[src/rtl/owm_pkg.sv]
// Shared types, constants and helpers for the one-wire bus master timing block.
`timescale 1ns / 1ps

package owm_pkg;

  localparam int unsigned TICK_W   = 10;
  localparam int unsigned NUM_REGS = 8;
  localparam int unsigned ADDR_W   = 5;

  localparam logic [TICK_W-1:0] RESET_TAIL_TICKS = 10'd410;
  localparam logic [TICK_W-1:0] READ_TAIL_TICKS  = 10'd55;

  typedef enum logic [1:0] {
    KIND_TICK  = 2'd0,
    KIND_RESET = 2'd1,
    KIND_WRITE = 2'd2,
    KIND_READ  = 2'd3
  } kind_t;

  typedef enum logic [3:0] {
    PH_IDLE     = 4'd0,
    PH_RST_LOW  = 4'd1,
    PH_RST_WAIT = 4'd2,
    PH_RST_TAIL = 4'd3,
    PH_WR_LOW   = 4'd4,
    PH_WR_REL   = 4'd5,
    PH_RD_LOW   = 4'd6,
    PH_RD_WAIT  = 4'd7,
    PH_RD_TAIL  = 4'd8
  } phase_t;

  typedef enum logic [2:0] {
    REG_RESET_LOW    = 3'd0,
    REG_RESET_WAIT   = 3'd1,
    REG_ONE_LOW      = 3'd2,
    REG_ONE_RELEASE  = 3'd3,
    REG_ZERO_LOW     = 3'd4,
    REG_ZERO_RELEASE = 3'd5,
    REG_READ_LOW     = 3'd6,
    REG_READ_WAIT    = 3'd7
  } reg_idx_t;

  typedef struct packed {
    logic [TICK_W-1:0] reset_low_ticks;
    logic [TICK_W-1:0] reset_wait_ticks;
    logic [TICK_W-1:0] one_low_ticks;
    logic [TICK_W-1:0] one_release_ticks;
    logic [TICK_W-1:0] zero_low_ticks;
    logic [TICK_W-1:0] zero_release_ticks;
    logic [TICK_W-1:0] read_low_ticks;
    logic [TICK_W-1:0] read_wait_ticks;
  } cfg_t;

  typedef struct packed {
    logic       rejected;
    logic [7:0] read_data;
    logic       presence;
    logic       done_res;
    logic       busy_res;
    logic       drive_low;
  } res_t;

  // Length in ticks of the current phase; zero for idle.
  function automatic logic [TICK_W-1:0] phase_len(phase_t ph, logic one, cfg_t cfg);
    logic [TICK_W-1:0] len;
    len = '0;
    case (ph)
      PH_RST_LOW:  len = cfg.reset_low_ticks;
      PH_RST_WAIT: len = cfg.reset_wait_ticks;
      PH_RST_TAIL: len = RESET_TAIL_TICKS;
      PH_WR_LOW:   len = one ? cfg.one_low_ticks : cfg.zero_low_ticks;
      PH_WR_REL:   len = one ? cfg.one_release_ticks : cfg.zero_release_ticks;
      PH_RD_LOW:   len = cfg.read_low_ticks;
      PH_RD_WAIT:  len = cfg.read_wait_ticks;
      PH_RD_TAIL:  len = READ_TAIL_TICKS;
      default:     len = '0;
    endcase
    return len;
  endfunction

endpackage

[src/rtl/owm_regs.sv]
// Configuration register file with APB-style access.
`timescale 1ns / 1ps

module owm_regs (
  input  logic                       clk,
  input  logic                       rst,
  input  logic                       psel,
  input  logic                       penable,
  input  logic                       pwrite,
  input  logic [owm_pkg::ADDR_W-1:0] paddr,
  input  logic [31:0]                pwdata,
  output logic [31:0]                prdata,
  output logic                       pready,
  output owm_pkg::cfg_t              cfg
);

  owm_pkg::reg_idx_t idx;
  logic              wr_en;
  logic [owm_pkg::TICK_W-1:0] rd_val;

  assign pready = 1'b1;
  assign idx    = owm_pkg::reg_idx_t'(paddr[4:2]);
  assign wr_en  = psel && penable && pwrite && pready;

  always_ff @(posedge clk) begin
    if (rst) begin
      cfg.reset_low_ticks    <= 10'd480;
      cfg.reset_wait_ticks   <= 10'd70;
      cfg.one_low_ticks      <= 10'd6;
      cfg.one_release_ticks  <= 10'd64;
      cfg.zero_low_ticks     <= 10'd60;
      cfg.zero_release_ticks <= 10'd10;
      cfg.read_low_ticks     <= 10'd6;
      cfg.read_wait_ticks    <= 10'd9;
    end else if (wr_en) begin
      case (idx)
        owm_pkg::REG_RESET_LOW:    cfg.reset_low_ticks    <= pwdata[9:0];
        owm_pkg::REG_RESET_WAIT:   cfg.reset_wait_ticks   <= pwdata[9:0];
        owm_pkg::REG_ONE_LOW:      cfg.one_low_ticks      <= pwdata[9:0];
        owm_pkg::REG_ONE_RELEASE:  cfg.one_release_ticks  <= pwdata[9:0];
        owm_pkg::REG_ZERO_LOW:     cfg.zero_low_ticks     <= pwdata[9:0];
        owm_pkg::REG_ZERO_RELEASE: cfg.zero_release_ticks <= pwdata[9:0];
        owm_pkg::REG_READ_LOW:     cfg.read_low_ticks     <= pwdata[9:0];
        owm_pkg::REG_READ_WAIT:    cfg.read_wait_ticks    <= pwdata[9:0];
        default: ;
      endcase
    end
  end

  always_comb begin
    case (idx)
      owm_pkg::REG_RESET_LOW:    rd_val = cfg.reset_low_ticks;
      owm_pkg::REG_RESET_WAIT:   rd_val = cfg.reset_wait_ticks;
      owm_pkg::REG_ONE_LOW:      rd_val = cfg.one_low_ticks;
      owm_pkg::REG_ONE_RELEASE:  rd_val = cfg.one_release_ticks;
      owm_pkg::REG_ZERO_LOW:     rd_val = cfg.zero_low_ticks;
      owm_pkg::REG_ZERO_RELEASE: rd_val = cfg.zero_release_ticks;
      owm_pkg::REG_READ_LOW:     rd_val = cfg.read_low_ticks;
      owm_pkg::REG_READ_WAIT:    rd_val = cfg.read_wait_ticks;
      default:                   rd_val = '0;
    endcase
  end

  assign prdata = {22'd0, rd_val};

endmodule

[src/rtl/owm_core.sv]
// Bus sequencer: phase state, tick counting, bit shifting and result logic.
`timescale 1ns / 1ps

module owm_core (
  input  logic            clk,
  input  logic            rst,
  input  logic            en,
  input  owm_pkg::kind_t  kind,
  input  logic [7:0]      data_byte,
  input  logic            line_level,
  input  owm_pkg::cfg_t   cfg,
  output owm_pkg::res_t   res
);

  owm_pkg::phase_t            phase, phase_next;
  logic [owm_pkg::TICK_W-1:0] tick_count, tick_count_next;
  logic [2:0]                 bit_index, bit_index_next;
  logic [7:0]                 shift_byte, shift_byte_next;
  logic                       presence_flag, presence_flag_next;
  logic [7:0]                 read_byte_reg, read_byte_reg_next;
  logic [owm_pkg::TICK_W-1:0] tick_inc;
  logic [owm_pkg::TICK_W-1:0] len;
  logic                       done, rejected;

  assign tick_inc = tick_count + 10'd1;
  assign len      = owm_pkg::phase_len(phase, shift_byte[0], cfg);

  // Next state
  always_comb begin
    phase_next         = phase;
    tick_count_next    = tick_count;
    bit_index_next     = bit_index;
    shift_byte_next    = shift_byte;
    presence_flag_next = presence_flag;
    read_byte_reg_next = read_byte_reg;
    done               = 1'b0;
    rejected           = 1'b0;
    if (kind == owm_pkg::KIND_TICK) begin
      if (phase != owm_pkg::PH_IDLE) begin
        if (tick_inc >= len) begin
          tick_count_next = '0;
          case (phase)
            owm_pkg::PH_RST_LOW: phase_next = owm_pkg::PH_RST_WAIT;
            owm_pkg::PH_RST_WAIT: begin
              presence_flag_next = ~line_level;
              phase_next         = owm_pkg::PH_RST_TAIL;
            end
            owm_pkg::PH_WR_LOW: phase_next = owm_pkg::PH_WR_REL;
            owm_pkg::PH_WR_REL: begin
              if (bit_index == 3'd7) begin
                bit_index_next = '0;
                phase_next     = owm_pkg::PH_IDLE;
                done           = 1'b1;
              end else begin
                bit_index_next  = bit_index + 3'd1;
                shift_byte_next = {1'b0, shift_byte[7:1]};
                phase_next      = owm_pkg::PH_WR_LOW;
              end
            end
            owm_pkg::PH_RD_LOW: phase_next = owm_pkg::PH_RD_WAIT;
            owm_pkg::PH_RD_WAIT: begin
              shift_byte_next[bit_index] = shift_byte[bit_index] | line_level;
              phase_next                 = owm_pkg::PH_RD_TAIL;
            end
            owm_pkg::PH_RD_TAIL: begin
              if (bit_index == 3'd7) begin
                read_byte_reg_next = shift_byte;
                bit_index_next     = '0;
                phase_next         = owm_pkg::PH_IDLE;
                done               = 1'b1;
              end else begin
                bit_index_next = bit_index + 3'd1;
                phase_next     = owm_pkg::PH_RD_LOW;
              end
            end
            default: begin
              // reset tail ends the command
              phase_next = owm_pkg::PH_IDLE;
              done       = 1'b1;
            end
          endcase
        end else begin
          tick_count_next = tick_inc;
        end
      end
    end else if (phase != owm_pkg::PH_IDLE) begin
      rejected = 1'b1;
    end else begin
      tick_count_next = '0;
      bit_index_next  = '0;
      case (kind)
        owm_pkg::KIND_RESET: phase_next = owm_pkg::PH_RST_LOW;
        owm_pkg::KIND_WRITE: begin
          shift_byte_next = data_byte;
          phase_next      = owm_pkg::PH_WR_LOW;
        end
        default: begin
          shift_byte_next = '0;
          phase_next      = owm_pkg::PH_RD_LOW;
        end
      endcase
    end
  end

  // Result word
  always_comb begin
    res.drive_low = (phase_next == owm_pkg::PH_RST_LOW) ||
                    (phase_next == owm_pkg::PH_WR_LOW)  ||
                    (phase_next == owm_pkg::PH_RD_LOW);
    res.busy_res  = (phase_next != owm_pkg::PH_IDLE);
    res.done_res  = done;
    res.presence  = presence_flag_next;
    res.read_data = read_byte_reg_next;
    res.rejected  = rejected;
  end

  always_ff @(posedge clk) begin
    if (rst) begin
      phase         <= owm_pkg::PH_IDLE;
      tick_count    <= '0;
      bit_index     <= '0;
      shift_byte    <= '0;
      presence_flag <= 1'b0;
      read_byte_reg <= '0;
    end else if (en) begin
      phase         <= phase_next;
      tick_count    <= tick_count_next;
      bit_index     <= bit_index_next;
      shift_byte    <= shift_byte_next;
      presence_flag <= presence_flag_next;
      read_byte_reg <= read_byte_reg_next;
    end
  end

  a_idle_clean: assert property (@(posedge clk) disable iff (rst)
    phase == owm_pkg::PH_IDLE |-> tick_count == '0 && bit_index == '0)
    else $error("idle with nonzero counters");

  a_cmd_starts: assert property (@(posedge clk) disable iff (rst)
    en && kind != owm_pkg::KIND_TICK && phase == owm_pkg::PH_IDLE
    |=> phase != owm_pkg::PH_IDLE)
    else $error("accepted command did not start a sequence");

  a_read_hold: assert property (@(posedge clk) disable iff (rst)
    !(en && done) |=> $stable(read_byte_reg))
    else $error("read byte changed without a finished command");

  a_reject_busy: assert property (@(posedge clk) disable iff (rst)
    en && rejected |=> $stable(phase) && $stable(shift_byte))
    else $error("rejected command disturbed the sequence");

endmodule

[src/rtl/one_wire_master_timing.sv]
// Top level: input word register, sequencer, output word register and config port.
//
//   channel   handshake               payload
//   s_*       s_tvalid / s_tready     s_tdata: data_byte, line_level; s_tuser: kind
//   m_*       m_tvalid / m_tready     m_tdata: result fields
//   apb       psel, penable, pwrite   paddr, pwdata, prdata, pready
//
// One word in, one word out; a word can be accepted every cycle unless m_tready stalls the output.
// Each word passes through the input register, then the sequencer logic into the output register.
// Bus timing comes from counting tick words, not from clock cycles.
// rst (synchronous) clears the sequence, pipeline valids and restores the timing registers.
// A stall on m_tready holds the output word and backs up through the input register.
`timescale 1ns / 1ps

module one_wire_master_timing (
  input  logic                       clk,
  input  logic                       rst,
  input  logic                       s_tvalid,
  output logic                       s_tready,
  input  logic [15:0]                s_tdata,  // [7:0] data_byte, [8] line_level, rest zero
  input  logic [1:0]                 s_tuser,  // [1:0] kind
  output logic                       m_tvalid,
  input  logic                       m_tready,
  output logic [15:0]                m_tdata,  // [0] drive_low, [1] busy_res, [2] done_res,
                                               // [3] presence, [11:4] read_data,
                                               // [12] rejected, rest zero
  input  logic                       psel,
  input  logic                       penable,
  input  logic                       pwrite,
  input  logic [owm_pkg::ADDR_W-1:0] paddr,
  input  logic [31:0]                pwdata,
  output logic [31:0]                prdata,
  output logic                       pready
);

  owm_pkg::cfg_t  cfg;
  owm_pkg::res_t  res, out_res;
  logic           in_valid;
  logic [7:0]     in_data;
  logic           in_line;
  logic [1:0]     in_kind;
  logic           out_load;

  assign out_load = in_valid && (!m_tvalid || m_tready);
  assign s_tready = !in_valid || out_load;

  always_ff @(posedge clk) begin
    if (rst) begin
      in_valid <= 1'b0;
    end else if (s_tready) begin
      in_valid <= s_tvalid;
    end
  end

  always_ff @(posedge clk) begin
    if (s_tready && s_tvalid) begin
      in_data <= s_tdata[7:0];
      in_line <= s_tdata[8];
      in_kind <= s_tuser;
    end
  end

  always_ff @(posedge clk) begin
    if (rst) begin
      m_tvalid <= 1'b0;
    end else if (out_load) begin
      m_tvalid <= 1'b1;
    end else if (m_tready) begin
      m_tvalid <= 1'b0;
    end
  end

  always_ff @(posedge clk) begin
    if (out_load) begin
      out_res <= res;
    end
  end

  assign m_tdata = {3'd0, out_res};

  owm_regs u_regs (
    .clk     (clk),
    .rst     (rst),
    .psel    (psel),
    .penable (penable),
    .pwrite  (pwrite),
    .paddr   (paddr),
    .pwdata  (pwdata),
    .prdata  (prdata),
    .pready  (pready),
    .cfg     (cfg)
  );

  owm_core u_core (
    .clk        (clk),
    .rst        (rst),
    .en         (out_load),
    .kind       (owm_pkg::kind_t'(in_kind)),
    .data_byte  (in_data),
    .line_level (in_line),
    .cfg        (cfg),
    .res        (res)
  );

endmodule
[config.mk]
export PLATFORM = sky130hd
export DESIGN_NAME = one_wire_master_timing
export DESIGN_NICKNAME = d
export VERILOG_FILES = /design/src/rtl/owm_pkg.sv /design/src/rtl/owm_regs.sv /design/src/rtl/owm_core.sv /design/src/rtl/one_wire_master_timing.sv
export SDC_FILE = /design/constraint.sdc
export NUM_CORES = 1
export LEC_CHECK = 0
export ABC_AREA = 1
export BUFFER_PORTS_ARGS = -buffer_cell sky130_fd_sc_hd__buf_2
export CAP_MARGIN = 20
export CORE_MARGIN = 2
export CORE_UTILIZATION = 62
export DETAILED_ROUTE_END_ITERATION = 10
export GPL_ROUTABILITY_DRIVEN = 1
export MAX_ROUTING_LAYER = met4
export PLACE_DENSITY = 0.86
export SYNTH_ARGS = -nofsm -noshare
export SYNTH_HDL_FRONTEND = slang
export SYNTH_SLANG_ARGS = --single-unit
[constraint.sdc]
create_clock -name clk -period 8.9 [get_ports clk]
set_clock_uncertainty 0.1 [all_clocks]
set_input_delay 0.445 -clock clk [delete_from_list [all_inputs] [get_ports clk]]
set_output_delay 0.445 -clock clk [all_outputs]
set_load 0.01 [all_outputs]
Yosys cells after proc, flatten, opt, wreduce, memory -nomap -nowiden
Index checks and enable logic that the tools add are counted.
Operators by class
  add/sub/neg operators: 2
  multipliers: 0
  divide/modulo/power cells: 0
  magnitude comparators: 3
  eq/ne operators: 28
  shift-type cells: 0
  muxes and demuxes: 48
  bitwise operators: 2
  reductions and logical operators: 30
Operators by type and width (count)
  $pmux W10 S8: 2
  $mux W8: 10
  $mux W10: 6
  $pmux W8 S2: 2
  $pmux W4 S7: 1
  $eq A4 B3 Y1 const B: 6
  $mux W3: 8
  $mux W4: 4
  $reduce_and A2 Y1: 8
  $eq A3 B3 Y1 const B: 5
  $add A10 B1 Y10 const B: 1
  $ge A10 B10 Y1: 1
  $mux W1: 10
  $bwmux W8: 1
  $eq A4 B1 Y1 const B: 2
  $eq A4 B2 Y1 const B: 2
  $reduce_bool A4 Y1: 2
  $reduce_and A7 Y1: 1
  $eq A3 B2 Y1 const B: 2
  $ne A2 B2 Y1 const B: 3
  $ne A3 B3 Y1 const B: 2
  $pmux W3 S2: 1
  $reduce_and A3 Y1: 2
  $logic_and A1 B1 Y1: 5
  other kinds (21): 26
Storage, ports and cells
  register bits after elaboration: 140
  latch bits: 0
  bits in writable memories: 0
  ROM bits: 0
  input bits: 62
  output and inout bits: 51
  logic and storage cells: 138
  memories: 0

Longest topological paths before layout
  depth after elaboration: 9
  depth in mapped cells: 22
  mapped depth without buffers: 21

Modules after synthesis
From an unflattened synthesis, not the netlist that was laid out.
Second synthesis, totals
  cells, all modules: 1181
  area, all modules: 8125.3 µm²
Modules (own cells, without submodules)
  owm_regs: times used 1, cells an instance 572, area an instance 3932.5 µm², sequential area each 1601.5 µm²
  owm_core: times used 1, cells an instance 569, area an instance 3354.5 µm², sequential area each 680.7 µm²
  one_wire_master_timing: times used 1, cells an instance 40, area an instance 838.3 µm², sequential area each 760.7 µm²

Worst setup path after synthesis
OpenSTA, ideal clock, no wires.
  path type: flip-flop to flip-flop
  start: register u_core.phase[3]
  end: register out_res (netlist bit m_tdata[0]), data pin
  setup time: 254 ps
  arrival time: 2482 ps
  required time: 8546 ps
  setup slack: 6064 ps
  stages on the path, launching flop included: 21
  buffers on the path: 1
  period minus slack after synthesis: 2836 ps
  cells stage by stage: dfxtp_1 -> nor2_4 -> nand2_1 -> buf_4 -> inv_1 -> nand2_1 -> o211ai_1 -> a2111oi_0 -> ha_1 -> nand2_1 -> inv_1 -> nand2_1 -> nand2_1 -> nand2_1 -> nand3_1 -> nand2_1 -> inv_1 -> o21ai_0 -> inv_1 -> nand2_1 -> nor2_1
RTL lines
  start, declared: line owm_core.sv:15  | owm_pkg::phase_t phase, phase_next;
  start signal, assigned: line owm_core.sv:119  | phase <= owm_pkg::PH_IDLE;
  start signal, assigned: line owm_core.sv:126  | phase <= phase_next;
  end signal, assigned: line one_wire_master_timing.sv:75  | out_res <= res;
  end, declared: line one_wire_master_timing.sv:37  | owm_pkg::res_t res, out_res;

==> flow_metrics.env <==
export IMPL_fin_setup_tns_ns=0
export IMPL_yosys_area_top_type="dfxtp_1"
export IMPL_final_antenna_net_count=0
export IMPL_synthTopCellsByCount="205 x nand2_1, 135 x inv_1, 116 x dfxtp_1"
export IMPL_cp_max_fo=20
export IMPL_rows=40
export IMPL_ys_top_cells_by_area="dfxtp_1 31%, nand2_1 10%, edfxtp_1 9.6%"
export IMPL_synth_cell_type_count=38
export IMPL_htree_levels=4
export IMPL_rsz0062_at_grt="no"
export IMPL_worstHoldPathType="input pin to register"
export IMPL_antenna_found_initial=0
export IMPL_vias_per_cell=5.86
export IMPL_cts_buffers=17
export IMPL_postCtsResizedCells=0
export IMPL_slew_headroom_pct=20.6
export IMPL_place_congestion=0.951
export IMPL_peakVddDrop_mv=0.132
export IMPL_grt_pass1_wl_mm=31.6
export IMPL_syn_cell_area_um2=7500
export IMPL_cts_path_max_buffers=2
export IMPL_p_leak_uw=0.00371
export IMPL_wirelength_mm=19.6
export IMPL_drt_pass1_iterations=6
export IMPL_cts_root_buf="clkbuf_16"
export IMPL_async_flop_share_pct=0
export IMPL_drtIter0Drc=963
export IMPL_dp_hpwl_mm=13.4
export IMPL_clock_latency_ns=0.43
export IMPL_p_per_area_nw_per_um2=183
export IMPL_min_period_ns=4.67
export IMPL_power_total_uw=1510
export IMPL_port_buffers=55
export IMPL_die_y_um=114
export IMPL_hold_viol_final=0
export IMPL_cts_tree="yes"
export IMPL_max_cap_violations=0
export IMPL_drc_errors=0
export IMPL_arrival_ns=4.75
export IMPL_grt_overflow_total=0
export IMPL_seq_area_frac_synth_pct=40.6
export IMPL_syn_inst=1037
export IMPL_syn2layout_area_growth_pct=9.89
export IMPL_cts_sinks=140
export IMPL_worstSetupStartpointType="register"
export IMPL_drive_above_1_share_pct=10.7
export IMPL_postCtsSetupRepairBufs=0
export IMPL_core_area_um2=11900
export IMPL_synth_edff_count=24
export IMPL_ys_seq_elements=140
export IMPL_die_w_um=114
export IMPL_r2r_slack_ns=4.23
export IMPL_largest_reg_flops=80
export IMPL_start_util_pct=63.0
export IMPL_regMostFlops="u_regs.cfg"
export IMPL_synth_ff_type="dfxtp_1"
export IMPL_cp_required_ns=8.98
export IMPL_design_die_area_um2=13000
export IMPL_ctsHoldBuffers=0
export IMPL_critPathCaptureType="register"
export IMPL_status="finished, final reports clean"
export IMPL_cts_clk_slew_worst_paths_ns=0.05
export IMPL_syn_mean_instance_area_um2=7.23
export IMPL_wl_per_cell_um=15.8
export IMPL_fin_nets=1155
export IMPL_fmax_mhz=214
export IMPL_grt_max_degree=54
export IMPL_worstSetupPathType="register to register"
export IMPL_io_pins=113
export IMPL_netlist_area_leader_share_pct=31.0
export IMPL_worst_slew_pin_slew_ns=1.16
export IMPL_setup_violations=0
export IMPL_num_antenna_cells=0
export IMPL_vias=7233
export IMPL_ys_warn_count=0
export IMPL_timing_final_max_slew_violations=0
export IMPL_yosysMostFrequentCell="nand2_1"
export IMPL_grt_util_all_layers_pct=31.8
export IMPL_finalCritPeriodShare_pct=52.5
export IMPL_grt_pass1_vias=6485
-- routing by layer --
| metal | vias up | global-route usage (%) | part of all wire (%) | routed length [µm] |
|---|---|---|---|---|
| li1 | 3487 | - | - | - |
| met1 | 3274 | 41.6 | 41 | 8110 |
| met2 | 408 | 49.1 | 45 | 8890 |
| met3 | 64 | 6.22 | 9.6 | 1880 |
| met4 | 0 | 12.0 | 3.4 | 664 |
| met5 | - | - | 0 | 0 |
-- layout by cell type, fill, tap and decap left out, types with 16 or more instances in the layout --
cell / count
nor2_1: 115
nand3_1: 47
nand2_1: 205
buf_2: 55
o22ai_1: 22
inv_1: 134
ha_1: 18
a21oi_1: 83
conb_1: 26
dfxtp_1: 116
o21ai_0: 97
a221oi_1: 16
clkbuf_16: 17
edfxtp_1: 24
-- cells by family (layout without fill, tap and decap cells) --
logic type / after synthesis / count (layout) / share of synthesized area (%)
buffers and inverters: 207 / 233 / 12.0
xor gates and xnor gates: 7 / 7 / 0.817
adders and majority gates: 18 / 18 / 3.00
DFF: 140 / 140 / 40.6
and+or+nand+nor: 403 / 403 / 23.3
other: 2 / 26 / 0.100
AOI/OAI and AO/OA: 260 / 260 / 20.3
-- critical path: stages (launching register included) --
cell and delay [ns]:
dfxtp_1 0.54, nor2_4 0.10, nand2_1 0.59, inv_1 0.35, nand2_1 0.13, o211ai_1 0.09, a2111oi_0 0.92, ha_1 0.40
nand2_1 0.08, inv_1 0.04, nand2_1 0.05, nand2_1 0.05, nand2_1 0.08, nand3_1 0.24, nand2_1 0.13, inv_1 0.05
o21ai_0 0.26, inv_1 0.10, nand2_1 0.08, nor2_1 0.04
-- per-stage QoR --
step                cells  utilization (%)  hold WS [ns]  cell area, µm²  worst slack (ns)
floorplan            1061                -         0.339            7590              6.06
global route         1234             69.2        0.0822            8240              4.07
finish               1234             69.2        0.0907            8240              4.23
detailed placement   1203             64.8         0.358            7720              4.49
global placement     1203             64.8         0.350            7720              4.53
CTS                  1234             69.2        0.0866            8240              4.46
-- power breakdown --
group,internal [µW],total (µW),switching [µW],leakage [µW]
logic,56.2,188,132,0.00228
clock network,385,643,258,0.000263
registers,666,679,13.0,0.00117
total,1110,1510,402,0.00371
-- path summary, 6_finish.rpt --
path                                      end  cells past startpoint                         start
setup / recovery         m_tdata[0]$_DFFE_PP_                     19  u_core.phase[3]$_SDFFE_PP0P_
hold / removal           in_data[4]$_DFFE_PP_                      1                    s_tdata[4]
setup reg to reg         m_tdata[0]$_DFFE_PP_                     19  u_core.phase[3]$_SDFFE_PP0P_
hold reg to reg   u_regs.cfg[24]$_SDFFE_PP0P_                      2   u_regs.cfg[24]$_SDFFE_PP0P_
-- cell type report --
type,instances,area (µm²)
clock buffers,22,454
fillers,1006,3670
well taps,147,184
clock inverters,9,72.6
repair buffers,58,298
inverters,144,543
multi-input cells,714,3650
flip-flops and latches,140,3040
No activity file was read; power rests on OpenSTA's default activity.
